==> src/rtl/mts_pkg.sv <==
`timescale 1ns / 1ps
package mts_pkg;
  localparam int MAX_TASKS = 16;
  localparam logic [1:0] CLS_RT = 2'd0;
  localparam logic [1:0] CLS_IA = 2'd1;
  localparam logic [1:0] CLS_BA = 2'd2;
  localparam logic [1:0] CFG_QUANTUM = 2'd0;
  localparam logic [1:0] CFG_THRESHOLD = 2'd1;
  localparam logic [1:0] CFG_TASK_COUNT = 2'd2;
  localparam logic CMD_LOAD = 1'b0;
  localparam logic CMD_TICK = 1'b1;

  typedef enum logic [2:0] {
    ST_IDLE, ST_SCAN, ST_RR, ST_UPDATE, ST_COUNT, ST_OUT
  } state_t;

  typedef struct packed {
    logic [1:0]  cls;
    logic [15:0] arrival;
    logic [15:0] burst;
    logic [15:0] remaining;
    logic [7:0]  prio;
    logic [7:0]  age;
    logic        done;
  } entry_t;
endpackage

==> src/rtl/mts_cell.sv <==
`timescale 1ns / 1ps
// One table entry; shifts its contents to the neighbor when rotating.
module mts_cell
  import mts_pkg::*;
(
  input  logic   clk,
  input  logic   shift,
  input  logic   ld,
  input  entry_t ld_entry,
  input  entry_t prev,
  output entry_t cur
);
  entry_t e_r;
  always_ff @(posedge clk) begin
    if (ld) e_r <= ld_entry;
    else if (shift) e_r <= prev;
  end
  assign cur = e_r;
endmodule

==> src/rtl/multilevel_tick_scheduler.sv <==
`timescale 1ns / 1ps
// Channel | dir | handshake       | payload
// in_     | in  | in_valid/stall  | command slot task_class arrival burst prio
// out_    | out | out_valid/stall | served..all_done
// cfg_    | in  | cfg_valid/ready | cfg_index cfg_data
// A load is written the cycle after it is accepted; no item is taken while it is pending.
// A tick walks the ring of MAX_TASKS cells four times (age+select, round robin,
// update, recount; the round-robin walk is skipped when a real-time entry wins)
// and then passes ST_OUT, where the result is registered and out_valid rises.
// Reset is synchronous; tables are not cleared.
// A result waits in the output register; the next item is not taken until it leaves.
module multilevel_tick_scheduler
  import mts_pkg::*;
(
  input  logic        clk,
  input  logic        rst_n,
  input  logic        in_valid,
  output logic        in_stall,
  input  logic        in_command,
  input  logic [3:0]  in_slot,
  input  logic [1:0]  in_task_class,
  input  logic [15:0] in_arrival,
  input  logic [15:0] in_burst,
  input  logic [7:0]  in_prio,
  output logic        out_valid,
  input  logic        out_stall,
  output logic        out_served,
  output logic [3:0]  out_served_slot,
  output logic [1:0]  out_served_class,
  output logic        out_finished,
  output logic [15:0] out_fin_tick,
  output logic [15:0] out_turnaround,
  output logic [15:0] out_waiting,
  output logic        out_all_done,
  input  logic        cfg_valid,
  output logic        cfg_ready,
  input  logic [1:0]  cfg_index,
  input  logic [7:0]  cfg_data
);
  localparam int IW = $clog2(MAX_TASKS);
  localparam int CW = $clog2(MAX_TASKS + 1);

  state_t state_r, state_nxt;
  logic [3:0]  quantum_r;
  logic [7:0]  thr_r;
  logic [4:0]  tcount_r;
  logic [15:0] now_r;
  logic [IW-1:0] rr_r, head_r, sel_r;
  logic [3:0]  slice_r;
  logic [CW-1:0] cnt_r, ncnt_r;
  logic        found_r, rt_r;
  logic [1:0]  fcls_r;
  logic [15:0] best_r;
  logic [IW-1:0] start_r;
  logic [CW-1:0] step_r;
  logic ld_pend_r;

  entry_t cells [MAX_TASKS];
  entry_t ld_e, tail_new;
  logic [MAX_TASKS-1:0] ld_v;
  logic shift;

  logic [CW-1:0] n_c;
  assign n_c = ({1'b0, tcount_r} > 6'(MAX_TASKS)) ? CW'(MAX_TASKS) : CW'(tcount_r);

  // cells[0] is the head; rotating moves cell i+1 into i, head into tail
  genvar g;
  for (g = 0; g < MAX_TASKS; g++) begin : g_cell
    mts_cell u_cell (
      .clk(clk), .shift(shift), .ld(ld_v[g]), .ld_entry(ld_e),
      .prev(g == MAX_TASKS - 1 ? tail_new : cells[(g + 1) % MAX_TASKS]),
      .cur(cells[g])
    );
  end

  entry_t h;
  logic [IW-1:0] hidx;
  logic in_use, elig;
  logic [7:0] thr_c;
  logic [3:0] q_c;
  logic [8:0] age_inc;
  assign h = cells[0];
  assign hidx = head_r;
  assign in_use = {1'b0, hidx} < CW'(n_c);
  assign elig = !h.done && h.arrival <= now_r;
  assign thr_c = thr_r == 8'd0 ? 8'd1 : thr_r;
  assign q_c = quantum_r == 4'd0 ? 4'd1 : quantum_r;
  assign age_inc = {1'b0, h.age} + 9'd1;

  logic [15:0] now_inc;
  assign now_inc = now_r == 16'hFFFF ? now_r : now_r + 16'd1;

  logic [15:0] rem_dec, tat_c, wait_c;
  assign rem_dec = h.remaining == 16'd0 ? 16'd0 : h.remaining - 16'd1;
  assign tat_c = now_inc >= h.arrival ? now_inc - h.arrival : 16'd0;
  assign wait_c = tat_c >= h.burst ? tat_c - h.burst : 16'd0;

  logic acc;
  assign acc = in_valid && !in_stall;
  assign in_stall = state_r != ST_IDLE || out_valid || ld_pend_r;
  assign cfg_ready = state_r == ST_IDLE;

  logic [3:0] ld_slot_r;
  entry_t ld_r;
  logic sel_now, rr_hit;
  logic [IW:0] rel;
  always_comb begin
    rel = {1'b0, hidx} - {1'b0, start_r};
    if (hidx < start_r) rel = rel + (IW+1)'(n_c);
  end

  always_comb begin
    state_nxt = state_r;
    shift = 1'b0;
    tail_new = h;
    ld_v = '0;
    ld_e = ld_r;
    sel_now = 1'b0;
    rr_hit = 1'b0;
    case (state_r)
      ST_IDLE: begin
        if (ld_pend_r) begin
          for (int i = 0; i < MAX_TASKS; i++)
            if ({28'd0, ld_slot_r} == i) ld_v[i] = 1'b1;
        end else if (acc && in_command == CMD_TICK) state_nxt = ST_SCAN;
      end
      ST_SCAN: begin
        shift = 1'b1;
        if (in_use && elig && h.remaining != 16'd0) begin
          if (age_inc[7:0] >= thr_c || age_inc[8]) begin
            tail_new.age = 8'd0;
            if (h.prio > 8'd1) tail_new.prio = h.prio - 8'd1;
          end else tail_new.age = age_inc[7:0];
        end
        if (in_use && elig) begin
          if (h.cls == CLS_RT && (!found_r || !rt_r || {8'd0, tail_new.prio} < best_r))
            sel_now = 1'b1;
          else if (h.cls == CLS_BA && !rt_r && (!found_r || h.remaining < best_r))
            sel_now = 1'b1;
        end
        if (step_r == CW'(MAX_TASKS - 1))
          state_nxt = (rt_r || (sel_now && h.cls == CLS_RT)) ? ST_UPDATE : ST_RR;
      end
      ST_RR: begin
        shift = 1'b1;
        if (in_use && elig && h.cls == CLS_IA && rel < (IW+1)'(cnt_r)) rr_hit = 1'b1;
        if (step_r == CW'(MAX_TASKS - 1)) state_nxt = ST_UPDATE;
      end
      ST_UPDATE: begin
        shift = 1'b1;
        if (found_r && hidx == sel_r) begin
          tail_new.age = 8'd0;
          tail_new.remaining = rem_dec;
          if (rem_dec == 16'd0) tail_new.done = 1'b1;
        end
        if (step_r == CW'(MAX_TASKS - 1)) state_nxt = ST_COUNT;
      end
      ST_COUNT: begin
        shift = 1'b1;
        if (step_r == CW'(MAX_TASKS - 1)) state_nxt = ST_OUT;
      end
      ST_OUT: state_nxt = ST_IDLE;
      default: state_nxt = ST_IDLE;
    endcase
  end

  always_ff @(posedge clk) begin
    if (!rst_n) begin
      state_r <= ST_IDLE;
      quantum_r <= 4'd3;
      thr_r <= 8'd10;
      tcount_r <= 5'd1;
      now_r <= '0;
      rr_r <= '0;
      head_r <= '0;
      slice_r <= '0;
      out_valid <= 1'b0;
      ld_pend_r <= 1'b0;
      step_r <= '0;
    end else begin
      state_r <= state_nxt;
      if (cfg_valid && cfg_ready) begin
        case (cfg_index)
          CFG_QUANTUM: quantum_r <= cfg_data[3:0];
          CFG_THRESHOLD: thr_r <= cfg_data;
          CFG_TASK_COUNT: tcount_r <= cfg_data[4:0];
          default: ;
        endcase
      end
      if (out_valid && !out_stall) out_valid <= 1'b0;
      ld_pend_r <= 1'b0;
      if (state_r == ST_IDLE && acc && in_command == CMD_LOAD &&
          {1'b0, in_slot} < 5'(MAX_TASKS))
        ld_pend_r <= 1'b1;
      if (shift) begin
        head_r <= head_r == IW'(MAX_TASKS - 1) ? '0 : head_r + 1'b1;
        step_r <= step_r == CW'(MAX_TASKS - 1) ? '0 : step_r + 1'b1;
      end
      if (state_r == ST_IDLE && state_nxt == ST_SCAN) begin
        found_r <= 1'b0; rt_r <= 1'b0; step_r <= '0;
        start_r <= rr_r;
        cnt_r <= n_c;
      end
      // round-robin start reduced modulo n while the first walk runs
      if (state_r == ST_SCAN && n_c != '0 && {1'b0, start_r} >= n_c)
        start_r <= IW'({1'b0, start_r} - n_c);
      if (sel_now) begin
        found_r <= 1'b1; sel_r <= hidx; fcls_r <= h.cls;
        rt_r <= h.cls == CLS_RT;
        best_r <= h.cls == CLS_RT ? {8'd0, tail_new.prio} : h.remaining;
      end
      if (state_r == ST_SCAN && state_nxt == ST_RR) begin
        if (n_c != '0) begin
          found_r <= 1'b0; cnt_r <= n_c;
        end else cnt_r <= '0;
        sel_r <= sel_now ? hidx : (found_r ? sel_r : '0);
        best_r <= {15'd0, found_r || sel_now};
        fcls_r <= sel_now ? h.cls : (found_r ? fcls_r : CLS_RT);
      end
      if (rr_hit) begin
        found_r <= 1'b1; sel_r <= hidx; fcls_r <= CLS_IA;
        cnt_r <= CW'(rel);
        rt_r <= h.remaining <= 16'd1;
      end
      if (state_r == ST_RR && state_nxt == ST_UPDATE && !found_r && !rr_hit && best_r[0])
        found_r <= 1'b1;
      if (state_r == ST_UPDATE) begin
        if (step_r == '0) begin
          out_finished <= 1'b0; out_fin_tick <= '0;
          out_turnaround <= '0; out_waiting <= '0;
          ncnt_r <= '0;
          if (found_r && fcls_r == CLS_IA) begin
            if (rt_r || slice_r + 4'd1 >= q_c) begin
              slice_r <= '0;
              rr_r <= {1'b0, sel_r} + 1'b1 >= (IW+1)'(n_c) ? '0 : sel_r + 1'b1;
            end else slice_r <= slice_r + 4'd1;
          end
        end
        if (found_r && hidx == sel_r && rem_dec == 16'd0) begin
          out_finished <= 1'b1; out_fin_tick <= now_inc;
          out_turnaround <= tat_c; out_waiting <= wait_c;
        end
      end
      if (state_r == ST_COUNT && in_use && h.done) ncnt_r <= ncnt_r + 1'b1;
      if (state_r == ST_OUT) begin
        now_r <= now_inc;
        out_valid <= 1'b1;
        out_served <= found_r;
        out_served_slot <= found_r ? 4'(sel_r) : 4'd0;
        out_served_class <= found_r ? fcls_r : CLS_RT;
        out_all_done <= ncnt_r == n_c;
      end
    end
    if (state_r == ST_IDLE && acc) begin
      ld_slot_r <= in_slot;
      ld_r.cls <= in_task_class; ld_r.arrival <= in_arrival;
      ld_r.burst <= in_burst; ld_r.remaining <= in_burst;
      ld_r.prio <= in_prio; ld_r.age <= '0; ld_r.done <= 1'b0;
    end
  end

  a_stall_busy: assert property (@(posedge clk) disable iff (!rst_n)
    state_r != ST_IDLE |-> in_stall) else $error("input taken while busy");
  a_head_home: assert property (@(posedge clk) disable iff (!rst_n)
    state_r == ST_OUT |-> head_r == '0) else $error("ring not realigned");
  a_one_result: assert property (@(posedge clk) disable iff (!rst_n)
    state_r == ST_OUT |=> out_valid) else $error("result lost");
endmodule

==> config.mk <==
export PLATFORM = sky130hd
export DESIGN_NAME = multilevel_tick_scheduler
export DESIGN_NICKNAME = d
export VERILOG_FILES = /design/src/rtl/mts_pkg.sv /design/src/rtl/mts_cell.sv /design/src/rtl/multilevel_tick_scheduler.sv
export SDC_FILE = /design/constraint.sdc
export NUM_CORES = 2
export LEC_CHECK = 0
export ABC_AREA = 1
export BUFFER_PORTS_ARGS = -buffer_cell sky130_fd_sc_hd__buf_2
export CELL_PAD_IN_SITES_DETAIL_PLACEMENT = 2
export CELL_PAD_IN_SITES_GLOBAL_PLACEMENT = 2
export CORE_AREA = 5 5 371 519
export CTS_BUF_LIST = sky130_fd_sc_hd__clkbuf_4 sky130_fd_sc_hd__clkbuf_8 sky130_fd_sc_hd__clkbuf_16
export CTS_CLUSTER_SIZE = 20
export DETAILED_ROUTE_END_ITERATION = 12
export DIE_AREA = 0 0 376 524
export PLACE_DENSITY_LB_ADDON = 0.2
export SKIP_LAST_GASP = 1
export SYNTH_ARGS = -nofsm -noshare
export SYNTH_HDL_FRONTEND = slang
export SYNTH_SLANG_ARGS = --single-unit
==> constraint.sdc <==
create_clock -name clk -period 5.8 [get_ports clk]
set_clock_uncertainty 0.05 [all_clocks]
set_input_delay 1.16 -clock clk [delete_from_list [all_inputs] [get_ports clk]]
set_output_delay 1.16 -clock clk [all_outputs]
set_load 0.02 [all_outputs]
==> metrics.md <==
| Metric | Value |
|---|---|
| CP max stage delay | `0.36 ns` |
| Largest net degree at the start of global routing | `86` |
| DP Worst Slack | `-0.673 ns` |
| Crit-path max FO | `8` |
| Final Power | `21.3 mW` |
| Io pins | `122` |
| Die area | `197000 um^2` |
| Synthesized instance count | `5339` |
| GRT Total Usage | `19.1%` |
| Sw Share | `24.0%` |
| DRT Wirelength | `191 mm` |
| H-Tree Depth | `4` |
| Most common cell after layout, fill and taps aside | `nand2_1` |
| Critical Path RT | `6.29 ns` |
| Status | `finished, final reports clean` |
| Post-layout min period | `5.52 ns` |
| Internal | `16.2 mW` |
| Leakage power | `27.4 nW` |
| Latest clock arrival within the worst-skew pair | `0.79 ns` |
| Vias | `39441` |
| Number of distinct library cells after synthesis | `57` |
| Most frequent cells in the layout | `nand2_1, edfxtp_1, o21ai_0` |
| Pwr/cell area | `323 nW/um^2` |
| Worst Hold Launch | `quantum_r[0]$_SDFFE_PN1P_` |
| Adder-cell share of the synthesized area | `2.83%` |
| Vias per inst | `4.82` |
| Combinational Power Share | `6.4%` |
| Fin nets | `5792` |
| Slack of the critical path | `0.284 ns` |
| Cell family with most CP delay | `compound AO/OA/AOI/OAI gates` |
| Vias in the first global route | `42797` |
| Initial core utilization | `29.8%` |
| CTS tree | `yes` |
| DR WL/cell | `23.3 um` |
| Fin crit share | `95.1%` |
| Hold_ws | `0.422 ns` |
| Final setup vio count | `0` |
| Clock power frac | `42.6%` |
| Port Buffers | `121` |
| Violation count after the first detailed-route iteration | `2215` |
| Share of cells above drive strength 1 | `14.3%` |
| P&R area growth vs syn | `18.1%` |
| Xor/xnor share of the synthesized area | `0.880%` |
| Die height | `524 um` |
| Post-synthesis simple-gate area fraction | `17.0%` |
| Sequential area share after synthesis | `67.3%` |
| Seq cells post-synth | `1268` |
| Mux cell area share after synthesis | `0.0180%` |
| Die extent in x | `376 um` |
| Area fraction in compound gates after synthesis | `6.93%` |
| Fmax | `181 MHz` |
| Switching pwr | `5.11 mW` |
| Routability cong. | `0.844` |
| First-pass GRT wire length | `282 mm` |
| Fraction of registers with async set/reset | `0%` |
| Flop-to-flop setup slack | `0.28 ns` |
| VDD IR max | `236 uV` |
| DRC | `0` |
| Relative slew margins | `17.9%` |
| Hold Path Cell Cnt | `2` |
| Reg2reg end | `out_waiting[5]$_SDFFCE_PN0P_` |
| Initial antenna violation count | `3` |
| Flop pwr share | `51.0%` |
| Mapped cell area | `55800 um^2` |
| Largest family of logic cells by synthesized area | `simple AND/OR/NAND/NOR gates` |
| Syn Nets | `5524` |
| CP bufs+invs | `9` |
| CP max stage cell | `fa_2` |
| Hold Crit Class | `reg2reg` |
| # Max-Cap Violations | `0` |
| CTS sink count | `1268` |
| Post-synth top flop | `edfxtp_1` |
| Crit path kind | `reg2reg` |
| Syn Area/Cell | `10.4 um^2` |
| Reg clk slew, reported paths | `0.06 ns` |
| Cts bufs inserted | `140` |
| Final Hold Viols | `0` |
| Detailed Routing Iterations Pass 1 | `7` |
| Worst r2r path cells | `39` |
| HPWL Detailed | `128 mm` |
| Worst Setup Start Kind | `flip-flop` |
| Hold Path Sink | `quantum_r[0]$_SDFFE_PN1P_` |
| Ys Warns | `0` |
| Slew Limit Fails | `0` |
| Fillers | `19890` |
| Slew @ Worst Pin | `1.23 ns` |
| # rows | `188` |
| Core area | `187000 um^2` |
| Cell area after placement | `60400 um^2` |
| CTS Root Cell | `clkbuf_16` |
| Worst reg2reg startpoint | `now_r[4]$_SDFFE_PN0P_` |
| Hold_buf cts | `0` |
| ANT nets after route | `0` |
| Overflow after GRT | `0` |
| Post-route cell area | `65800 um^2` |
| Clock Path Buffers | `3` |
| Post-synth EDFFs | `1213` |
| CP Capture Type | `flip-flop` |
| Critical path data arrival time | `6.00 ns` |
## layer usage
layer | GRT usage [%] | share of wire, % | vias up
li1 | - | - | 18361
met1 | 23.7 | 43 | 20243
met2 | 34.7 | 51 | 602
met3 | 2.32 | 2.9 | 235
met4 | 6.08 | 3.3 | 0
met5 | 0 | 0 | -
## area by class of cell
class | instances | area (um^2) | share of cell area, %
Sequential cell | 1268 | 37500 | 57.0
Multi-Input combinational cell | 3325 | 16100 | 24.5
Clock buffer | 191 | 3960 | 6.01
Tap cell | 2470 | 3090 | 4.69
Timing Repair Buffer | 388 | 2680 | 4.07
Inverter | 484 | 1820 | 2.77
Clock inverter | 54 | 618 | 0.939
Antenna cell | 1 | 2.50 | 0.00380
## registers in the layout, indices dropped and copies added (netlist names), 2 cells and up
name	flops
g_cell.u_cell.cur	1072
ld_e	42
best_r	16
now_r	16
out_fin_tick	16
out_turnaround	16
out_waiting	16
thr_r	8
cnt_r	5
ncnt_r	5
step_r	5
tcount_r	5
head_r	4
ld_slot_r	4
out_served_slot	4
quantum_r	4
rr_r	4
sel_r	4
slice_r	4
start_r	4
state_r	3
fcls_r	2
out_served_class	2
## cell families (layout without fill, tap and decap cells)
kind of cell             after synthesis  count (layout)
XOR/XNOR                              56              56
AO/OA/AOI/OAI                        744             744
other                                  0               1
AND/OR/NAND/NOR                     2401            2401
multiplexers                           1               1
adder cells (fa/ha/maj)              123             123
buffers and inverters                746            1117
flip-flops                          1268            1268
## cell usage after synthesis (4+ instances only)
cell | n | area share [%]
o21a_1 | 6 | 0.081
o211ai_1 | 7 | 0.094
nor2_1 | 321 | 2.2
nor4_1 | 11 | 0.12
nand4_1 | 31 | 0.35
o22ai_1 | 4 | 0.045
nand2_1 | 1871 | 13
o21ai_0 | 533 | 4.8
nor3_1 | 49 | 0.44
dfxtp_1 | 55 | 2.0
buf_1 | 5 | 0.034
inv_2 | 6 | 0.040
ha_1 | 118 | 2.6
clkbuf_1 | 250 | 1.7
xor2_1 | 45 | 0.71
nor2_2 | 15 | 0.17
xnor2_1 | 11 | 0.17
inv_1 | 477 | 3.2
buf_2 | 5 | 0.045
or2_2 | 11 | 0.12
a211oi_1 | 5 | 0.067
fa_1 | 5 | 0.18
nand3_1 | 74 | 0.66
edfxtp_1 | 1213 | 65
a21oi_1 | 160 | 1.4
## worst max path at each step
stage                                               end  slack, ns  cells after the start                  start
after floorplan            out_waiting[4]$_SDFFCE_PN0P_       0.24                     40  now_r[4]$_SDFFE_PN0P_
after global placement    out_waiting[13]$_SDFFCE_PN0P_      -0.63                     39  now_r[3]$_SDFFE_PN0P_
after detailed placement   out_waiting[8]$_SDFFCE_PN0P_      -0.67                     35  now_r[3]$_SDFFE_PN0P_
after CTS                  out_waiting[5]$_SDFFCE_PN0P_      0.005                     43  now_r[5]$_SDFFE_PN0P_
after global routing       out_waiting[2]$_SDFFCE_PN0P_      -0.08                     41  now_r[4]$_SDFFE_PN0P_
final                      out_waiting[5]$_SDFFCE_PN0P_       0.28                     39  now_r[4]$_SDFFE_PN0P_
## per-stage QoR
stage,cells,util [%],TNS [ns]
after detailed placement,7892,32.3,-10.52
final,8181,35.2,0
after global placement,7892,32.3,-9.51
after CTS,8167,35.0,0
after global routing,8181,35.2,-0.970
after floorplan,5339,-,0
## power groups by stage
stage,logic [mW],registers (mW),clock network [mW]
floorplan,0.805,10.9,0
global placement,1.33,11.0,0
detailed placement,1.37,11.0,0
CTS,1.40,10.9,9.34
global route,1.53,10.9,9.71
finish,1.36,10.9,9.07
## timing repair
item                       CTS  global route
setup endpoints to repair   16            16
gates cloned                 1             0
gates resized for setup     80            53
buffers inserted            29            14
pin swaps                   38            41
## worst register-to-register path, delay by kind of cell, from the launching register on
family | cells | cell delay [ns]
buffers and inverters | 9 | 0.91
adders and majority gates | 3 | 0.78
xor gates and xnor gates | 1 | 0.18
and+or+nand+nor | 14 | 1.35
DFF | 1 | 0.32
AOI/OAI and AO/OA | 12 | 1.70
(Power assumes the default switching activity.)
